$ cat src/quoted_field_scanner_core_defines.svh
// ---------------------------------------------------------------------------
// Quoted field scanner assertion macros
// Shared concurrent assertion forms, clocked on i_clk, off during reset.
// ---------------------------------------------------------------------------
`ifndef QUOTED_FIELD_SCANNER_CORE_DEFINES_SVH
`define QUOTED_FIELD_SCANNER_CORE_DEFINES_SVH

// same-cycle implication
`define QFS_ASSERT_SAME(label, ante, cons, msg) \
    label: assert property (@(posedge i_clk) disable iff (!i_rst_n) (ante) |-> (cons)) \
        else $error(msg);

// next-cycle implication
`define QFS_ASSERT_NEXT(label, ante, cons, msg) \
    label: assert property (@(posedge i_clk) disable iff (!i_rst_n) (ante) |=> (cons)) \
        else $error(msg);

`endif

$ cat src/qfs_pkg.sv
// ---------------------------------------------------------------------------
// Quoted field scanner package
// Widths, register indexes, status codes and shared record types.
// ---------------------------------------------------------------------------
`timescale 1ns / 1ps
`default_nettype none

package qfs_pkg;

    localparam longint unsigned MAX_LENGTH = 65535;
    localparam int POS_W       = $clog2(MAX_LENGTH + 1);
    localparam int FIELD_LEN_W = 16;
    localparam int CHAR_W      = 8;
    localparam int CFG_IDX_W   = 2;
    localparam int CFG_DATA_W  = 8;

    localparam logic [POS_W-1:0] MAX_POS = POS_W'(MAX_LENGTH);

    localparam logic [CFG_IDX_W-1:0] CFG_DELIMITER = 2'd0;
    localparam logic [CFG_IDX_W-1:0] CFG_QUOTE     = 2'd1;
    localparam logic [CFG_IDX_W-1:0] CFG_ESCAPE    = 2'd2;
    localparam logic [CFG_IDX_W-1:0] CFG_STRICT    = 2'd3;

    typedef enum logic [1:0] {
        STATUS_DELIM   = 2'd0,
        STATUS_END     = 2'd1,
        STATUS_INVALID = 2'd2
    } t_status;

    typedef struct packed {
        logic [CHAR_W-1:0] delimiter_char;
        logic [CHAR_W-1:0] quote_char;
        logic [CHAR_W-1:0] escape_char;
        logic              strict_mode;
    } t_cfg;

    typedef struct packed {
        logic [CHAR_W-1:0] text_byte;
        logic              last_byte;
        logic              empty_input;
    } t_item;

    typedef struct packed {
        logic [POS_W-1:0]  byte_position;
        logic              quote_open;
        logic              close_pending;
        logic [POS_W-1:0]  escape_position;
        logic              escaped_seen;
        logic              quoted_seen;
        logic [CHAR_W-1:0] previous_byte;
        logic              decided;
    } t_scan;

    typedef struct packed {
        logic [FIELD_LEN_W-1:0] field_length;
        logic                   was_escaped;
        logic                   was_quoted;
        t_status                status;
    } t_result;

    localparam t_scan SCAN_CLEAR = '{default: '0};

    localparam t_cfg CFG_RESET = '{
        delimiter_char: 8'd44,
        quote_char:     8'd34,
        escape_char:    8'd92,
        strict_mode:    1'b0
    };

    localparam t_result RESULT_INVALID = '{
        field_length: '0,
        was_escaped:  1'b0,
        was_quoted:   1'b0,
        status:       STATUS_INVALID
    };

endpackage

`default_nettype wire

$ cat src/qfs_cfg_regs.sv
// ---------------------------------------------------------------------------
// Quoted field scanner configuration registers
// Delimiter, quote, escape and strict-mode registers behind a write port.
// ---------------------------------------------------------------------------
`timescale 1ns / 1ps
`default_nettype none

module qfs_cfg_regs (
    input  wire logic                           i_clk,
    input  wire logic                           i_rst_n,
    input  wire logic                           i_cfg_we,
    input  wire logic [qfs_pkg::CFG_IDX_W-1:0]  i_cfg_index,
    input  wire logic [qfs_pkg::CFG_DATA_W-1:0] i_cfg_data,
    output qfs_pkg::t_cfg                       o_cfg
);
    import qfs_pkg::*;

    t_cfg r_cfg;
    t_cfg n_cfg;

    always_comb begin
        n_cfg = r_cfg;
        if (i_cfg_we) begin
            unique case (i_cfg_index)
                CFG_DELIMITER: n_cfg.delimiter_char = i_cfg_data[CHAR_W-1:0];
                CFG_QUOTE:     n_cfg.quote_char     = i_cfg_data[CHAR_W-1:0];
                CFG_ESCAPE:    n_cfg.escape_char    = i_cfg_data[CHAR_W-1:0];
                CFG_STRICT:    n_cfg.strict_mode    = i_cfg_data[0];
            endcase
        end
    end

    always_ff @(posedge i_clk) begin
        if (!i_rst_n) begin
            r_cfg <= CFG_RESET;
        end else begin
            r_cfg <= n_cfg;
        end
    end

    assign o_cfg = r_cfg;

endmodule

`default_nettype wire

$ cat src/qfs_step.sv
// ---------------------------------------------------------------------------
// Quoted field scanner step logic
// Next scan state and optional result for one registered text byte.
// ---------------------------------------------------------------------------
`timescale 1ns / 1ps
`default_nettype none

module qfs_step (
    input  wire qfs_pkg::t_cfg  i_cfg,
    input  wire qfs_pkg::t_scan i_scan,
    input  wire qfs_pkg::t_item i_item,
    output qfs_pkg::t_scan      o_next_scan,
    output logic                o_emit,
    output qfs_pkg::t_result    o_result
);
    import qfs_pkg::*;

    logic [CHAR_W-1:0] b;
    logic [POS_W-1:0]  pos;
    logic [POS_W:0]    pos_inc;
    logic [POS_W:0]    esc_inc;
    logic              v_qo;
    logic              v_cp;
    logic [POS_W-1:0]  v_ep;
    logic              v_esc_seen;
    logic              v_quo_seen;
    logic              v_dec;

    assign b       = i_item.text_byte;
    assign pos     = i_scan.byte_position;
    assign pos_inc = {1'b0, pos} + (POS_W+1)'(1);

    always_comb begin
        o_next_scan = i_scan;
        o_emit      = 1'b0;
        o_result    = RESULT_INVALID;
        v_qo        = i_scan.quote_open;
        v_cp        = i_scan.close_pending;
        v_ep        = i_scan.escape_position;
        v_esc_seen  = i_scan.escaped_seen;
        v_quo_seen  = i_scan.quoted_seen;
        v_dec       = 1'b0;
        esc_inc     = {1'b0, i_scan.escape_position} + (POS_W+1)'(1);

        if (i_item.empty_input) begin
            o_next_scan         = SCAN_CLEAR;
            o_emit              = 1'b1;
            o_result.status     = STATUS_END;
        end else if (i_scan.decided) begin
            if (i_item.last_byte) begin
                o_next_scan = SCAN_CLEAR;
            end
        end else if (pos >= MAX_POS) begin
            o_emit              = 1'b1;
            o_next_scan.decided = 1'b1;
            if (i_item.last_byte) begin
                o_next_scan = SCAN_CLEAR;
            end
        end else begin
            // resolve the lookahead of a pending closing quote
            if (i_scan.close_pending) begin
                v_qo = (b != i_cfg.delimiter_char);
                v_cp = 1'b0;
            end
            if (b == i_cfg.delimiter_char && !v_qo) begin
                o_emit                = 1'b1;
                o_result.field_length = FIELD_LEN_W'(pos);
                o_result.was_escaped  = i_scan.escaped_seen;
                o_result.was_quoted   = i_scan.quoted_seen;
                o_result.status       = STATUS_DELIM;
                v_dec                 = 1'b1;
            end else begin
                if (v_qo && i_cfg.quote_char != i_cfg.escape_char
                        && b == i_cfg.escape_char) begin
                    v_ep = pos;
                end
                if (b == i_cfg.quote_char) begin
                    if (!v_qo) begin
                        v_qo = 1'b1;
                        if (i_cfg.strict_mode && pos > POS_W'(1)
                                && i_scan.previous_byte != i_cfg.delimiter_char) begin
                            o_emit = 1'b1;
                            v_dec  = 1'b1;
                        end else if (i_cfg.quote_char == i_cfg.escape_char) begin
                            v_ep = pos;
                        end
                    end else begin
                        if (esc_inc == {1'b0, pos} && pos > POS_W'(1)) begin
                            v_esc_seen = 1'b1;
                        end else begin
                            v_ep = pos;
                            v_cp = 1'b1;
                        end
                        v_quo_seen = 1'b1;
                    end
                end
            end

            if (v_dec) begin
                o_next_scan.decided = 1'b1;
                if (i_item.last_byte) begin
                    o_next_scan = SCAN_CLEAR;
                end
            end else if (i_item.last_byte) begin
                o_emit      = 1'b1;
                o_next_scan = SCAN_CLEAR;
                if (!(v_qo && !v_cp && b != i_cfg.quote_char)) begin
                    o_result.field_length = FIELD_LEN_W'(pos_inc);
                    o_result.was_escaped  = v_esc_seen;
                    o_result.was_quoted   = v_quo_seen;
                    o_result.status       = STATUS_END;
                end
            end else begin
                o_next_scan.byte_position   = pos_inc[POS_W-1:0];
                o_next_scan.quote_open      = v_qo;
                o_next_scan.close_pending   = v_cp;
                o_next_scan.escape_position = v_ep;
                o_next_scan.escaped_seen    = v_esc_seen;
                o_next_scan.quoted_seen     = v_quo_seen;
                o_next_scan.previous_byte   = b;
                o_next_scan.decided         = 1'b0;
            end
        end
    end

endmodule

`default_nettype wire

$ cat src/quoted_field_scanner_core.sv
// ---------------------------------------------------------------------------
// Quoted field scanner core
// Finds the end of the first field of a byte string, honoring quotes and
// escapes, and reports its length, flags and status.
//
// Input channel: one text byte per transaction (i_text_byte, i_last_byte,
// i_empty_input) on i_in_valid / o_in_ready. Output channel: at most one
// result per string (o_field_length, o_was_escaped, o_was_quoted, o_status)
// on o_out_valid / i_out_ready. Configuration: write i_cfg_data to register
// i_cfg_index while i_cfg_we is high; write only while the block is idle.
//
// A byte taken into the input register is scanned from there, and its result,
// if any, is written to the result register and offered from then on.
// Throughput: one byte per cycle unless the receiver stalls, set by the scan
// state update between the input register and the result register.
// A stalled receiver holds the result register; the input register then
// keeps its byte and o_in_ready drops once it is full.
// Reset: configuration returns to its defaults (comma, double quote,
// backslash, strict mode off), scan state clears, both stages empty.
// No clearing pass is needed after reset.
// ---------------------------------------------------------------------------
`timescale 1ns / 1ps
`default_nettype none
`include "quoted_field_scanner_core_defines.svh"

module quoted_field_scanner_core (
    input  wire logic                            i_clk,
    input  wire logic                            i_rst_n,
    input  wire logic                            i_cfg_we,
    input  wire logic [qfs_pkg::CFG_IDX_W-1:0]   i_cfg_index,
    input  wire logic [qfs_pkg::CFG_DATA_W-1:0]  i_cfg_data,
    input  wire logic                            i_in_valid,
    output logic                                 o_in_ready,
    input  wire logic [qfs_pkg::CHAR_W-1:0]      i_text_byte,
    input  wire logic                            i_last_byte,
    input  wire logic                            i_empty_input,
    output logic                                 o_out_valid,
    input  wire logic                            i_out_ready,
    output logic [qfs_pkg::FIELD_LEN_W-1:0]      o_field_length,
    output logic                                 o_was_escaped,
    output logic                                 o_was_quoted,
    output logic [1:0]                           o_status
);
    import qfs_pkg::*;

    t_cfg    cfg;
    t_item   r_in;
    logic    r_in_valid;
    logic    n_in_valid;
    t_scan   r_scan;
    t_scan   n_scan;
    t_result step_result;
    logic    step_emit;
    t_result r_out;
    logic    r_out_valid;
    logic    n_out_valid;
    logic    fire;
    logic    in_take;

    qfs_cfg_regs u_cfg (
        .i_clk       (i_clk),
        .i_rst_n     (i_rst_n),
        .i_cfg_we    (i_cfg_we),
        .i_cfg_index (i_cfg_index),
        .i_cfg_data  (i_cfg_data),
        .o_cfg       (cfg)
    );

    qfs_step u_step (
        .i_cfg       (cfg),
        .i_scan      (r_scan),
        .i_item      (r_in),
        .o_next_scan (n_scan),
        .o_emit      (step_emit),
        .o_result    (step_result)
    );

    assign fire       = r_in_valid && (!r_out_valid || i_out_ready);
    assign o_in_ready = !r_in_valid || fire;
    assign in_take    = i_in_valid && o_in_ready;
    assign n_in_valid = in_take || (r_in_valid && !fire);
    assign n_out_valid = fire ? step_emit : (r_out_valid && !i_out_ready);

    always_ff @(posedge i_clk) begin
        if (!i_rst_n) begin
            r_in_valid  <= 1'b0;
            r_out_valid <= 1'b0;
            r_scan      <= SCAN_CLEAR;
        end else begin
            r_in_valid  <= n_in_valid;
            r_out_valid <= n_out_valid;
            if (fire) begin
                r_scan <= n_scan;
            end
        end
    end

    // payload: load on transaction, hold otherwise
    always_ff @(posedge i_clk) begin
        if (in_take) begin
            r_in <= '{text_byte: i_text_byte, last_byte: i_last_byte,
                      empty_input: i_empty_input};
        end
        if (fire && step_emit) begin
            r_out <= step_result;
        end
    end

    assign o_out_valid    = r_out_valid;
    assign o_field_length = r_out.field_length;
    assign o_was_escaped  = r_out.was_escaped;
    assign o_was_quoted   = r_out.was_quoted;
    assign o_status       = r_out.status;

    `QFS_ASSERT_SAME(a_invalid_zero, r_out_valid && r_out.status == STATUS_INVALID, r_out.field_length == '0 && !r_out.was_escaped && !r_out.was_quoted, "invalid result carries data")
    `QFS_ASSERT_NEXT(a_last_clears, fire && r_in.last_byte, r_scan == SCAN_CLEAR, "scan state not cleared after last byte")
    `QFS_ASSERT_SAME(a_decided_quiet, fire && r_scan.decided && !r_in.empty_input, !step_emit, "result after decision")
    `QFS_ASSERT_NEXT(a_stall_holds, r_in_valid && r_out_valid && !i_out_ready, r_in_valid && $stable(r_in) && $stable(r_scan), "stalled stage changed")

endmodule

`default_nettype wire

$ cat config.mk
export PLATFORM = sky130hd
export DESIGN_NAME = quoted_field_scanner_core
export DESIGN_NICKNAME = d
export VERILOG_FILES = /design/src/qfs_pkg.sv /design/src/qfs_cfg_regs.sv /design/src/qfs_step.sv /design/src/quoted_field_scanner_core.sv
export VERILOG_INCLUDE_DIRS = /design/src /design/src/src
export SDC_FILE = /design/constraint.sdc
export NUM_CORES = 1
export LEC_CHECK = 0
export ABC_CLOCK_PERIOD_IN_PS = 4600
export BUFFER_PORTS_ARGS = -buffer_cell sky130_fd_sc_hd__buf_4
export CELL_PAD_IN_SITES_DETAIL_PLACEMENT = 1
export CELL_PAD_IN_SITES_GLOBAL_PLACEMENT = 1
export CORE_MARGIN = 2
export CORE_UTILIZATION = 50
export CTS_CLUSTER_DIAMETER = 120
export DETAILED_ROUTE_END_ITERATION = 6
export PLACE_DENSITY = 0.87
export SLEW_MARGIN = 15
export SYNTH_ARGS = -nofsm -noshare
export SYNTH_HDL_FRONTEND = slang
export SYNTH_SLANG_ARGS = --single-unit
$ cat constraint.sdc
create_clock -name i_clk -period 4.6 [get_ports i_clk]
set_input_delay 1.38 -clock i_clk [delete_from_list [all_inputs] [get_ports i_clk]]
set_output_delay 1.38 -clock i_clk [all_outputs]
set_load 0.02 [all_outputs]
-- Yosys cells after proc, flatten, opt, wreduce, memory -nomap -nowiden
Cells that the tools add are included.
- bits in registers: 102
- input bits: 25
- muxes and demuxes: 55
- $lt $le $gt $ge: 2
- reductions and logical operators: 29
- equal/unequal tests: 13
- $add $sub $neg: 2
- operators by type and width (kind ; number):
    $mux 45 ; 6
    $mux 16 ; 7
    $mux 20 ; 4
    $mux 1 ; 36
    $eq 8x8->1 ; 4
    $ne 8x8->1 ; 4
    $add 16x1->17 const B ; 1
    $eq 17x16->1 ; 1
    $add 16x1->16 const B ; 1
    $ge 16x16->1 const B ; 1
    $gt 16x1->1 const B ; 1
    $logic_and 1x1->1 ; 13
    $reduce_and 2->1 ; 5
    $logic_not 1->1 ; 6
    $ne 6x5->1 const B ; 1
    $eq 2x2->1 const B ; 2
    $mux 2 ; 2
    $logic_or 1x1->1 ; 3
    $reduce_or 3->1 ; 1
    $eq 2x1->1 const B ; 1
    $logic_not 2->1 ; 1

-- Depth between registers and ports, before layout
Gate-level depths: netlist of run 1.
- depth in word-level cells: 19
- gate-level depth with buffers: 12
- mapped depth without buffers: 9

-- Cells and area by module
Synthesis of run 1 repeated with hierarchy kept, for this count alone.
- cell total of the unflattened synthesis: 872
- area, all modules: 7051.8 um^2
- modules (own cells, without submodules) (module ; cells an instance ; sequential area each (um^2) ; instances ; area an instance (um^2)):
    qfs_step ; 535 ; 0.0 ; 1 ; 3228.1
    quoted_field_scanner_core ; 237 ; 1841.8 ; 1 ; 2825.2
    qfs_cfg_regs ; 100 ; 500.5 ; 1 ; 998.5

-- Worst setup path before layout of run 1
No wires, ideal clock.
- path kind: input to output
- start: input port i_out_ready
- end: output port o_in_ready
- arrival: 1653 ps
- setup slack: 1567 ps
- data required time: 3220 ps
- stages: 1
- buffers on the path: 0
- path through: nand3b_1
- longest elaborated chain between the ends: 3
- RTL lines (item ; RTL line ; RTL):
    from (decl) ; quoted_field_scanner_core.sv:38 ; input wire logic i_out_ready,
    $logic_or 1x1->1 ; quoted_field_scanner_core.sv:78 ; assign fire = r_in_valid && (!r_out_valid || i_out_ready);
    $logic_and 1x1->1 ; quoted_field_scanner_core.sv:78 ;
    $logic_or 1x1->1 ; quoted_field_scanner_core.sv:79 ; assign o_in_ready = !r_in_valid || fire;
    to (decl) ; quoted_field_scanner_core.sv:33 ; output logic o_in_ready,
Every way passes these cells.

-- Final worst setup path of run 1
- start: register r_scan[37] in the netlist's numbering
- end: register r_out, in the netlist o_field_length[6] (data pin)
- longest elaborated chain between the ends: 15
- RTL lines (item ; RTL line ; RTL):
    from (decl) ; quoted_field_scanner_core.sv:50 ; t_scan r_scan;
    from (signal assigned) ; quoted_field_scanner_core.sv:93 ; r_scan <= n_scan;
    $gt 16x1->1 or $eq 17x16->1 (tied branches) ; qfs_step.sv:80, qfs_step.sv:88 ;
    $logic_and 1x1->1 ; qfs_step.sv:88 ; if (esc_inc == {1'b0, pos} && pos > POS_W'(1)) begin
    $mux 1 ; qfs_step.sv:88 ;
    $mux 1 ; qfs_step.sv:78 ; if (!v_qo) begin
    $mux 1 ; qfs_step.sv:77 ; if (b == i_cfg.quote_char) begin
    $mux 1 ; qfs_step.sv:65 ; if (b == i_cfg.delimiter_char && !v_qo) begin
    $mux 1 ; qfs_step.sv:53 ; end else if (pos >= MAX_POS) begin
    $mux 1 ; qfs_step.sv:49 ; end else if (i_scan.decided) begin
    $mux 1 ; qfs_step.sv:45 ; if (i_item.empty_input) begin
    $logic_not 1->1 ; qfs_step.sv:107 ; if (!(v_qo && !v_cp && b != i_cfg.quote_char)) begin
    $logic_and 1x1->1 (2 in series) ; qfs_step.sv:107 ;
    $mux 20 ; qfs_step.sv:107 ;
    $mux 20 ; qfs_step.sv:104 ; end else if (i_item.last_byte) begin
    $mux 20 ; qfs_step.sv:99 ; if (v_dec) begin
    to (signal assigned) ; quoted_field_scanner_core.sv:105 ; r_out <= step_result;
    to (decl) ; quoted_field_scanner_core.sv:54 ; t_result r_out;
Several ways; a longest one is shown, not always the timed one. The select of a mux whose other input is x is not followed.
A chain may end at the register's enable or synchronous reset.

==> results of run 1 <==
[final cells by class]
type	count	area, µm²	share of cell area (%)
Timing Repair Buffer	51	383	6.31
Sequential cell	102	2340	38.6
Clock inverter	3	68.8	1.13
Inverter	10	37.5	0.619
Multi-Input combinational cell	439	2920	48.1
Tap cell	140	175	2.89
Clock buffer	13	139	2.29
[cell families (layout without fill, tap and decap cells)]
logic type | Yosys count | in the layout | synth area share, %
muxes | 20 | 20 | 3.66
xor gates and xnor gates | 60 | 60 | 9.54
DFF | 102 | 102 | 42.5
and+or+nand+nor | 217 | 217 | 21.4
adders and majority gates | 4 | 4 | 0.908
buffers and inverters | 53 | 77 | 4.52
AOI/OAI and AO/OA | 138 | 138 | 17.5
[power by group through the flow]
stage	combinational (mW)	clock (mW)	sequential, mW
finish	0.142	0.617	0.967
global route	0.155	0.656	0.970
CTS	0.142	0.627	0.967
detailed placement	0.140	0	0.988
global placement	0.132	0	0.986
floorplan	0.0877	0	0.986
[worst max-delay path: cells and delay by family, from the launching register on]
| family | cells | cell delay (ns) |
|---|---|---|
| AND/OR/NAND/NOR | 6 | 2.16 |
| flip-flops | 1 | 0.60 |
| AO/OA/AOI/OAI | 2 | 0.32 |
[path summary, 6_finish.rpt]
| kind | from | to | slack (ns) | depth (start not counted) |
|---|---|---|---|---|
| worst max-delay path | r_scan[37] | o_field_length[6] | 1.22 | 8 |
| worst min register to register | r_scan[10] | r_scan[10] | 0.52 | 2 |
| worst max register to register | r_scan[37] | o_field_length[6] | 1.22 | 8 |
| worst min-delay path | r_scan[10] | r_scan[10] | 0.52 | 2 |
[per-stage QoR]
step	instances	power, mW	utilization [%]
2_1_floorplan	594	1.07	-
3_3_place_gp	742	1.12	54.3
3_5_place_dp	742	1.13	54.3
4_1_cts	758	1.74	56.2
5_1_grt	758	1.78	56.2
6_report	758	1.73	56.2
[per-layer routing]
| metal | share of wire (%) | vias to the layer above | wire, µm | global-route usage (%) |
|---|---|---|---|---|
| met5 | 0 | - | 0 | 0 |
| met3 | 4.5 | 32 | 708 | 3.77 |
| met2 | 51 | 136 | 8040 | 49.5 |
| met1 | 42 | 2331 | 6510 | 33.7 |
| met4 | 2.5 | 0 | 397 | 9.89 |
| li1 | - | 2168 | - | - |
[flip-flops by register name (all words and copies together), names as in the netlist]
register        cells
r_scan             45
u_cfg.o_cfg        25
o_field_length     16
r_in               10
o_status            2
o_out_valid         1
o_was_escaped       1
o_was_quoted        1
r_in_valid          1
[placed cells by master (no fill, tap or decap), types with 12 or more instances in the layout]
cell type,n
a22o_1,16
a21oi_1,30
nor2_1,40
a21boi_0,12
edfxtp_1,30
dfxtp_1,72
nand4_1,13
nand2_1,52
xor2_1,24
mux2i_1,19
nand3_1,25
xnor2_1,36
nor2b_1,30
buf_4,51
o21ai_0,32
==> run_results.csv, run 1 <==
group,metric,value,unit
run_status,outcome,"finished, final reports clean",
pwr,p_sw_share,24.0,%
setup_path,endpoint_kind,"flop",
logic_synthesis,synth_area_leaders,"dfxtp_1 26%, edfxtp_1 16%, xnor2_1 5.7%",
sta,setup_viol,0,
route,viasPerCell,6.16,
finish,final_cell_area,6060,µm²
global_route,overflow,0,
job,maxCapViolCount,0,
cts,cts-root-buf,"clkbuf_8",
floorplan,coreArea,10800,µm²
placement,placed_area,5860,µm²
cts,ctsResizeCount,0,
route,vias,4667,
setup_path,worstPathCellList,"and4_1 > nand3_1 > nor4_2 > nor3_1 > nand3_1 > nor2b_1 > o21ai_0 > o31ai_1",
finish,fill_cells,1245,
route,avgRoutedWirePerCell,20.6,µm
route,drtPass1Iterations,4,
sta,rsz0062_at_grt,"no",
cts,cts_num_sinks,102,
sta,slew_headroom,39.4,%
setup_path,crit_type,"flop to flop",
setup_path,cp-start-kind,"flop",
cts,cts.htree.levels,3,
logic_synthesis,synth-seq-cells,102,
route,wirelength,15700,µm
floorplan,fp.dieH,109,µm
route,ant_nets,0,
finish,antennaDiodeCount,0,
sta,hold_viol,0,
global_route,grt_max_degree,63,
pwr,p_comb_share,8.2,%
placement,routabilityCongestion,0.884,
setup_path,crit_path_max_incr_delay,0.70,ns
logic_synthesis,syn_area_per_cell,9.28,µm²
logic_synthesis,synthesis.area,5510,µm²
sta,fin_skew,0.0154,ns
floorplan,pin_count,47,
sta,max_freq,296,MHz
cts,clock_path_buffers,2,
setup_path,worst_ep_required_time,4.71,ns
global_route,grt_util_all_layers,27.6,%
logic_synthesis,synthArstFlopShare,0,%
pwr,clkPwrFrac,35.8,%
pwr,power_density,285,nW/µm²
logic_synthesis,synth_fp_nets,623,
placement,io_buffers,46,
finish,area_growth,10.1,%
setup_path,worst_ep_arrival_time,3.49,ns
pwr,switching_power,0.414,mW
cts,post_cts_buffers,0,
pwr,leakage,2.27,nW
sta,tightest_slew,0.908,ns
pwr,p_int,1.31,mW
logic_synthesis,yosysWarnings,0,
setup_path,critPathMaxFanout,21,
floorplan,die_w,109,µm
route,drc,0,
finish,nets,642,
pwr,power.share.sequential,56.0,%
cts,numCtsBuffers,9,
logic_synthesis,yosys.area.top_type_share,26.2,%
cts,clkSlewWorstSetupHoldPaths,0.10,ns
logic_synthesis,synth_edf_count,30,
logic_synthesis,ys_seq_area_share,42.5,%
sta,whs,0.522,ns
setup_path,crit_top_cell,"nand3_1",
finish,drive_gt1_share,12.6,%
route,first_iter_violations,267,
floorplan,die_area,11900,µm²
setup_path,cp_slowest_cell,"nand3_1",
global_route,grt_pass1_wl,25300,µm
cts,clk_latency,0.38,ns
sta,setup_ws,1.22,ns
global_route,grt_pass1_vias,4821,
floorplan,placementRows,38,
logic_synthesis,synth.most_common_cell,"dfxtp_1",
sta,post-route-period-util,73.5,%
placement,place_worst_setup_slack,1.10,ns
pwr,ir_drop,0.168,mV
hold_path,hold_class,"flop to flop",
global_route,antenna_found_initial,0,
logic_synthesis,synth_top_area_cell,"dfxtp_1",
logic_synthesis,ys_top_cells_by_count,"72 x dfxtp_1, 52 x nand2_1, 40 x nor2_1",
cts,cts_hold_buf,0,
cts,cts_tree,"done",
logic_synthesis,synth_cell_types,62,
floorplan,start_util,51.1,%
logic_synthesis,syn_inst,594,
logic_synthesis,synthFlopType,"dfxtp_1",
sta,slew_violations,0,
sta,post-route-min-period,3.38,ns
sta,fin_tns_setup,0,ns
placement,dp_hpwl,10900,µm
No activity file was read; power rests on OpenSTA's default activity.
==> run 2, diff against run 1 <==
--- a/config.mk
+++ b/config.mk
@@ -6,15 +6,15 @@
 export SDC_FILE = /design/constraint.sdc
 export NUM_CORES = 1
 export LEC_CHECK = 0
-export ABC_CLOCK_PERIOD_IN_PS = 4600
+export ABC_CLOCK_PERIOD_IN_PS = 3100
 export BUFFER_PORTS_ARGS = -buffer_cell sky130_fd_sc_hd__buf_4
 export CELL_PAD_IN_SITES_DETAIL_PLACEMENT = 1
 export CELL_PAD_IN_SITES_GLOBAL_PLACEMENT = 1
 export CORE_MARGIN = 2
-export CORE_UTILIZATION = 50
+export CORE_UTILIZATION = 42
 export CTS_CLUSTER_DIAMETER = 120
 export DETAILED_ROUTE_END_ITERATION = 6
-export PLACE_DENSITY = 0.87
+export PLACE_DENSITY = 0.78
 export SLEW_MARGIN = 15
 export SYNTH_ARGS = -nofsm -noshare
 export SYNTH_HDL_FRONTEND = slang
==> constraint.sdc (replaced) <==
create_clock -name i_clk -period 3.1 [get_ports i_clk]
set_input_delay 0.93 -clock i_clk [delete_from_list [all_inputs] [get_ports i_clk]]
set_output_delay 0.93 -clock i_clk [all_outputs]
set_load 0.02 [all_outputs]
==> run_results.csv, run 2 (synthesized netlist as in run 1, its figures left out) <==
group,metric,value,unit
sta,slew_violations,0,
run_status,outcome,"finished, final reports clean",
setup_path,reg2reg_to,"o_field_length[14]",
floorplan,die_area,14100,µm²
sta,setup_viol,0,
placement,io_buffers,46,
global_route,grt_max_degree,37,
sta,hold_viol,0,
finish,regArea,2340,µm²
setup_path,cp_slowest_cell,"dfxtp_1",
sta,max_freq,352,MHz
setup_path,crit_cells,10,
route,vias,4649,
global_route,grt_pass1_wl,25300,µm
cts,clock_path_buffers,2,
finish,most-common-layout-cells,"71 x buf_4, 71 x dfxtp_1, 52 x nand2_1",
sta,rsz0062_at_grt,"no",
finish,area_growth,16.3,%
sta,fin_tns_setup,0,ns
setup_path,endpoint_kind,"flop",
pwr,ir_drop,0.330,mV
global_route,grt_util_all_layers,22.6,%
finish,multi_input_area,2930,µm²
placement,dp_hpwl,11200,µm
pwr,leakage,2.44,nW
setup_path,cp_top_family,"simple AND/OR/NAND/NOR gates",
hold_path,whs_path_depth,2,
setup_path,worstPathCellList,"buf_4 > and4_1 > nand3_1 > nor4_4 > nor3_1 > nand3_1 > buf_4 > nor2b_1 > o21ai_0 > o31ai_1",
route,avgRoutedWirePerCell,18.9,µm
setup_path,critPathMaxFanout,19,
sta,post-route-period-util,91.7,%
cts,cts_num_sinks,102,
setup_path,r2r_start,"r_scan[39]",
route,wirelength,15300,µm
finish,top_register,"r_scan",
finish,drive_gt1_share,16.6,%
sta,fin_skew,0.0105,ns
cts,numCtsBuffers,9,
setup_path,crit_path_max_incr_delay,0.46,ns
setup_path,cp-endpoint,"o_field_length[14]",
floorplan,pin_count,47,
global_route,antenna_found_initial,0,
finish,antennaDiodeCount,0,
route,drtPass1Iterations,5,
global_route,overflow,0,
floorplan,fp.dieH,119,µm
finish,nets,664,
route,viasPerCell,5.73,
floorplan,placementRows,41,
floorplan,coreArea,12700,µm²
setup_path,worst_ep_arrival_time,2.94,ns
sta,tightest_slew,0.741,ns
hold_path,hold_class,"flop to flop",
route,ant_nets,0,
global_route,grt_pass1_vias,4986,
cts,clk_latency,0.36,ns
setup_path,worst_ep_required_time,3.20,ns
setup_path,rr_worst_depth,10,
setup_path,crit_start,"r_scan[39]",
setup_path,crit_type,"flop to flop",
sta,slew_headroom,50.4,%
finish,largest_register_ffs,45,
cts,cts.htree.levels,3,
route,drc,0,
setup_path,regToRegSetupSlack,0.26,ns
setup_path,path_buf_inv,2,
placement,routabilityCongestion,0.904,
finish,fill_cells,1511,
pwr,power_density,440,nW/µm²
cts,cts-root-buf,"clkbuf_16",
sta,post-route-min-period,2.84,ns
floorplan,die_w,119,µm
floorplan,start_util,43.3,%
cts,cts_tree,"done",
route,first_iter_violations,229,
setup_path,cp-start-kind,"flop",
cts,clkSlewWorstSetupHoldPaths,0.07,ns
pwr,total_power,2.82,mW
job,maxCapViolCount,0,
run 2: layer usage:
layer  routed length, µm  vias up  global-route usage [%]
li1                    -     2218                       -
met1                6570     2310                    27.0
met2                7810       95                    39.8
met3                 603       26                    4.49
met4                 330        0                    8.71
met5                   0        -                       0
run 2: timing repair:
item | 4_1_cts | 5_1_grt
gates resized for setup | 0 | 4
endpoints found under the setup margin | 0 | 21
buffers inserted | 0 | 1
hold buffers | 0 | 0
endpoints found under the hold margin | 0 | 0
run 2: how the worst min path moves through the flow:
stage / end / from
2_1_floorplan: r_scan[10] / r_scan[10]
3_3_place_gp: r_scan[10] / r_scan[10]
3_5_place_dp: r_scan[10] / r_scan[10]
4_1_cts: r_scan[10] / r_scan[10]
5_1_grt: r_scan[10] / r_scan[10]
6_report: r_scan[10] / r_scan[10]
run 2: power breakdown:
group | switching, mW | internal [mW] | leakage (nW)
combinational | 0.127 | 0.101 | 1.40
sequential | 0.0316 | 1.40 | 0.888
clock | 0.513 | 0.643 | 0.153
total | 0.672 | 2.15 | 2.44
run 2: stage by stage:
step / setup slack, ns / instance area, µm² / std cells / hold slack [ns] / utilization, %
after detailed placement: 0.135 / 6070 / 795 / 0.467 / 47.7
after global routing: 0.0758 / 6410 / 812 / 0.520 / 50.4
final: 0.258 / 6410 / 812 / 0.476 / 50.4
after global placement: 0.227 / 6070 / 795 / 0.455 / 47.7
after CTS: 0.0907 / 6370 / 811 / 0.477 / 50.1
after floorplan: 0.430 / 5510 / 594 / 0.441 / -
run 2: final cells by class:
class | instances | area share (%)
clock inverter | 4 | 0.429
clock buffer | 12 | 4.35
inverter | 10 | 0.586
multi-input combinational | 439 | 45.8
tap | 172 | 3.36
sequential | 102 | 36.6
timing repair buffer | 73 | 8.94
run 2: tightest hold or removal path, stage by stage (launching register included):
cell      delay [ns]
dfxtp_1         0.31
nand2_1         0.05
a21boi_0        0.07
==> run 3, diff against run 2 <==
--- a/config.mk
+++ b/config.mk
@@ -7,14 +7,15 @@
 export NUM_CORES = 1
 export LEC_CHECK = 0
 export ABC_CLOCK_PERIOD_IN_PS = 3100
-export BUFFER_PORTS_ARGS = -buffer_cell sky130_fd_sc_hd__buf_4
 export CELL_PAD_IN_SITES_DETAIL_PLACEMENT = 1
 export CELL_PAD_IN_SITES_GLOBAL_PLACEMENT = 1
 export CORE_MARGIN = 2
-export CORE_UTILIZATION = 42
+export CORE_UTILIZATION = 45
 export CTS_CLUSTER_DIAMETER = 120
 export DETAILED_ROUTE_END_ITERATION = 6
-export PLACE_DENSITY = 0.78
+export DONT_BUFFER_PORTS = 1
+export GPL_ROUTABILITY_DRIVEN = 0
+export PLACE_DENSITY = 0.79
 export SLEW_MARGIN = 15
 export SYNTH_ARGS = -nofsm -noshare
 export SYNTH_HDL_FRONTEND = slang
==> run_results.csv, run 3 (synthesized netlist as in run 1, its figures left out) <==
group,metric,value,unit
setup_path,worst_ep_required_time,3.23,ns
pwr,switching_power,0.647,mW
floorplan,start_util,46.1,%
setup_path,critPathMaxFanout,9,
global_route,overflow,0,
global_route,grt_pass1_vias,4726,
setup_path,crit_path_max_incr_delay,0.49,ns
route,wl_met3,623,µm
pwr,leakage,2.20,nW
cts,clk_latency,0.36,ns
floorplan,coreArea,12000,µm²
cts,cts-root-buf,"clkbuf_16",
placement,placed_area,5690,µm²
cts,numCtsBuffers,9,
global_route,grt_util_all_layers,24.7,%
pwr,power.share.sequential,51.1,%
finish,antennaDiodeCount,0,
finish,top_register,"r_scan",
setup_path,endpoint_kind,"flop",
cts,clkSlewWorstSetupHoldPaths,0.07,ns
finish,area_growth,9.17,%
finish,final_cell_area,6020,µm²
sta,slew_headroom,38.1,%
setup_path,crit_type,"flop to flop",
setup_path,crit_top_cell,"a31oi_1",
sta,setup_ws,0.205,ns
global_route,antenna_found_initial,0,
route,wl_met1,6670,µm
sta,setup_viol,0,
job,maxCapViolCount,0,
placement,dp_hpwl,11000,µm
finish,layout_commonest_cell,"dfxtp_1",
finish,largest_register_ffs,45,
finish,nets,617,
placement,io_buffers,0,
sta,hold_viol,0,
sta,post-route-min-period,2.90,ns
route,first_iter_violations,250,
placement,dp_cells,724,
cts,cts.htree.levels,3,
cts,clock_path_buffers,2,
global_route,grt_pass1_wl,25200,µm
floorplan,pin_count,47,
pwr,p_int,2.18,mW
setup_path,cp_slowest_cell,"edfxtp_1",
route,avgRoutedWirePerCell,20.9,µm
sta,fin_tns_setup,0,ns
floorplan,die_area,13100,µm²
pwr,p_sw_share,22.9,%
pwr,total_power,2.83,mW
route,viasPerCell,6.06,
route,drc,0,
pwr,p_comb_share,5.9,%
route,wl_met2,7880,µm
sta,post-route-period-util,93.4,%
route,drtPass1Iterations,4,
finish,most-common-layout-cells,"72 x dfxtp_1, 52 x nand2_1, 40 x nor2_1",
run_status,outcome,"finished, final reports clean",
sta,slew_violations,0,
setup_path,worst_ep_arrival_time,3.03,ns
hold_path,hold_class,"flop to flop",
sta,max_freq,345,MHz
floorplan,placementRows,40,
global_route,grt_max_degree,63,
pwr,ir_drop,0.358,mV
floorplan,die_w,115,µm
setup_path,cp-start-kind,"flop",
setup_path,worstPathCellList,"xor2_1 > nor4_1 > nand2_1 > a31oi_1 > and2_1 > a31oi_1 > a311oi_1",
finish,fin_cells,740,
sta,rsz0062_at_grt,"no",
route,dr.max_layer_used,"met4",
pwr,clkPwrFrac,43.0,%
pwr,power_density,470,nW/µm²
finish,drive_gt1_share,9.61,%
finish,fill_cells,1356,
sta,tightest_slew,0.926,ns
cts,cts_tree,"done",
route,vias,4481,
route,ant_nets,0,
route,wirelength,15500,µm
cts,cts_num_sinks,102,
sta,fin_skew,0.0107,ns
placement,place_worst_setup_slack,0.0850,ns
floorplan,fp.dieH,115,µm
-- run 3: changes by cell type in the layout (fill, tap and decap cells not counted), sizes merged --
cell,change
buf,-47
clkinvlp,+1
clkinv,-1
bufinv,+2
clkbuf,-2
-- run 3: stage by stage --
stage	utilization, %	hold slack, ns
after floorplan	-	0.441
after global placement	47.6	0.453
after detailed placement	47.6	0.471
after CTS	50.2	0.481
after global routing	50.3	0.509
final	50.3	0.475
-- run 3: cell type report --
cell class / count / area [µm²] / area share (%)
tap: 147 / 184 / 3.06
timing repair buffer: 26 / 208 / 3.45
multi-input combinational: 439 / 2930 / 48.7
clock buffer: 10 / 229 / 3.81
clock inverter: 6 / 86.3 / 1.44
sequential: 102 / 2340 / 38.9
inverter: 10 / 37.5 / 0.624
-- run 3: final timing paths --
kind / endpoint / startpoint / depth (start not counted) / slack (ns)
worst min-delay path: r_scan[10] / r_scan[10] / 2 / 0.48
worst min register to register: r_scan[10] / r_scan[10] / 2 / 0.48
worst max register to register: o_field_length[11] / r_in[6] / 7 / 0.20
worst max-delay path: o_field_length[11] / r_in[6] / 7 / 0.20
-- run 3: per-layer routing --
layer / global-route usage (%) / up-vias
met1: 30.5 / 2249
met4: 8.94 / 0
met5: 0 / -
met3: 4.39 / 25
met2: 43.2 / 96
li1: - / 2111
-- run 3: worst max-delay path, delay by kind of cell, from the launching register on --
kind                      cells  cell delay [ns]
AOI/OAI and AO/OA             3             0.87
and+or+nand+nor               3             1.12
DFF                           1             0.49
xor gates and xnor gates      1             0.19
-- run 3: power by group through the flow --
stage	sequential [mW]	clock, mW	combinational [mW]
2_1_floorplan	1.46	0	0.130
3_3_place_gp	1.47	0	0.158
3_5_place_dp	1.47	0	0.164
4_1_cts	1.45	1.23	0.167
5_1_grt	1.45	1.28	0.182
6_report	1.45	1.22	0.167
-- run 3: what timing repair did --
action | in CTS | in global routing
hold buffers | 0 | 0
setup endpoints to repair | 0 | 17
buffers inserted | 0 | 0
endpoints found under the hold margin | 0 | 0
gates resized for setup | 0 | 4
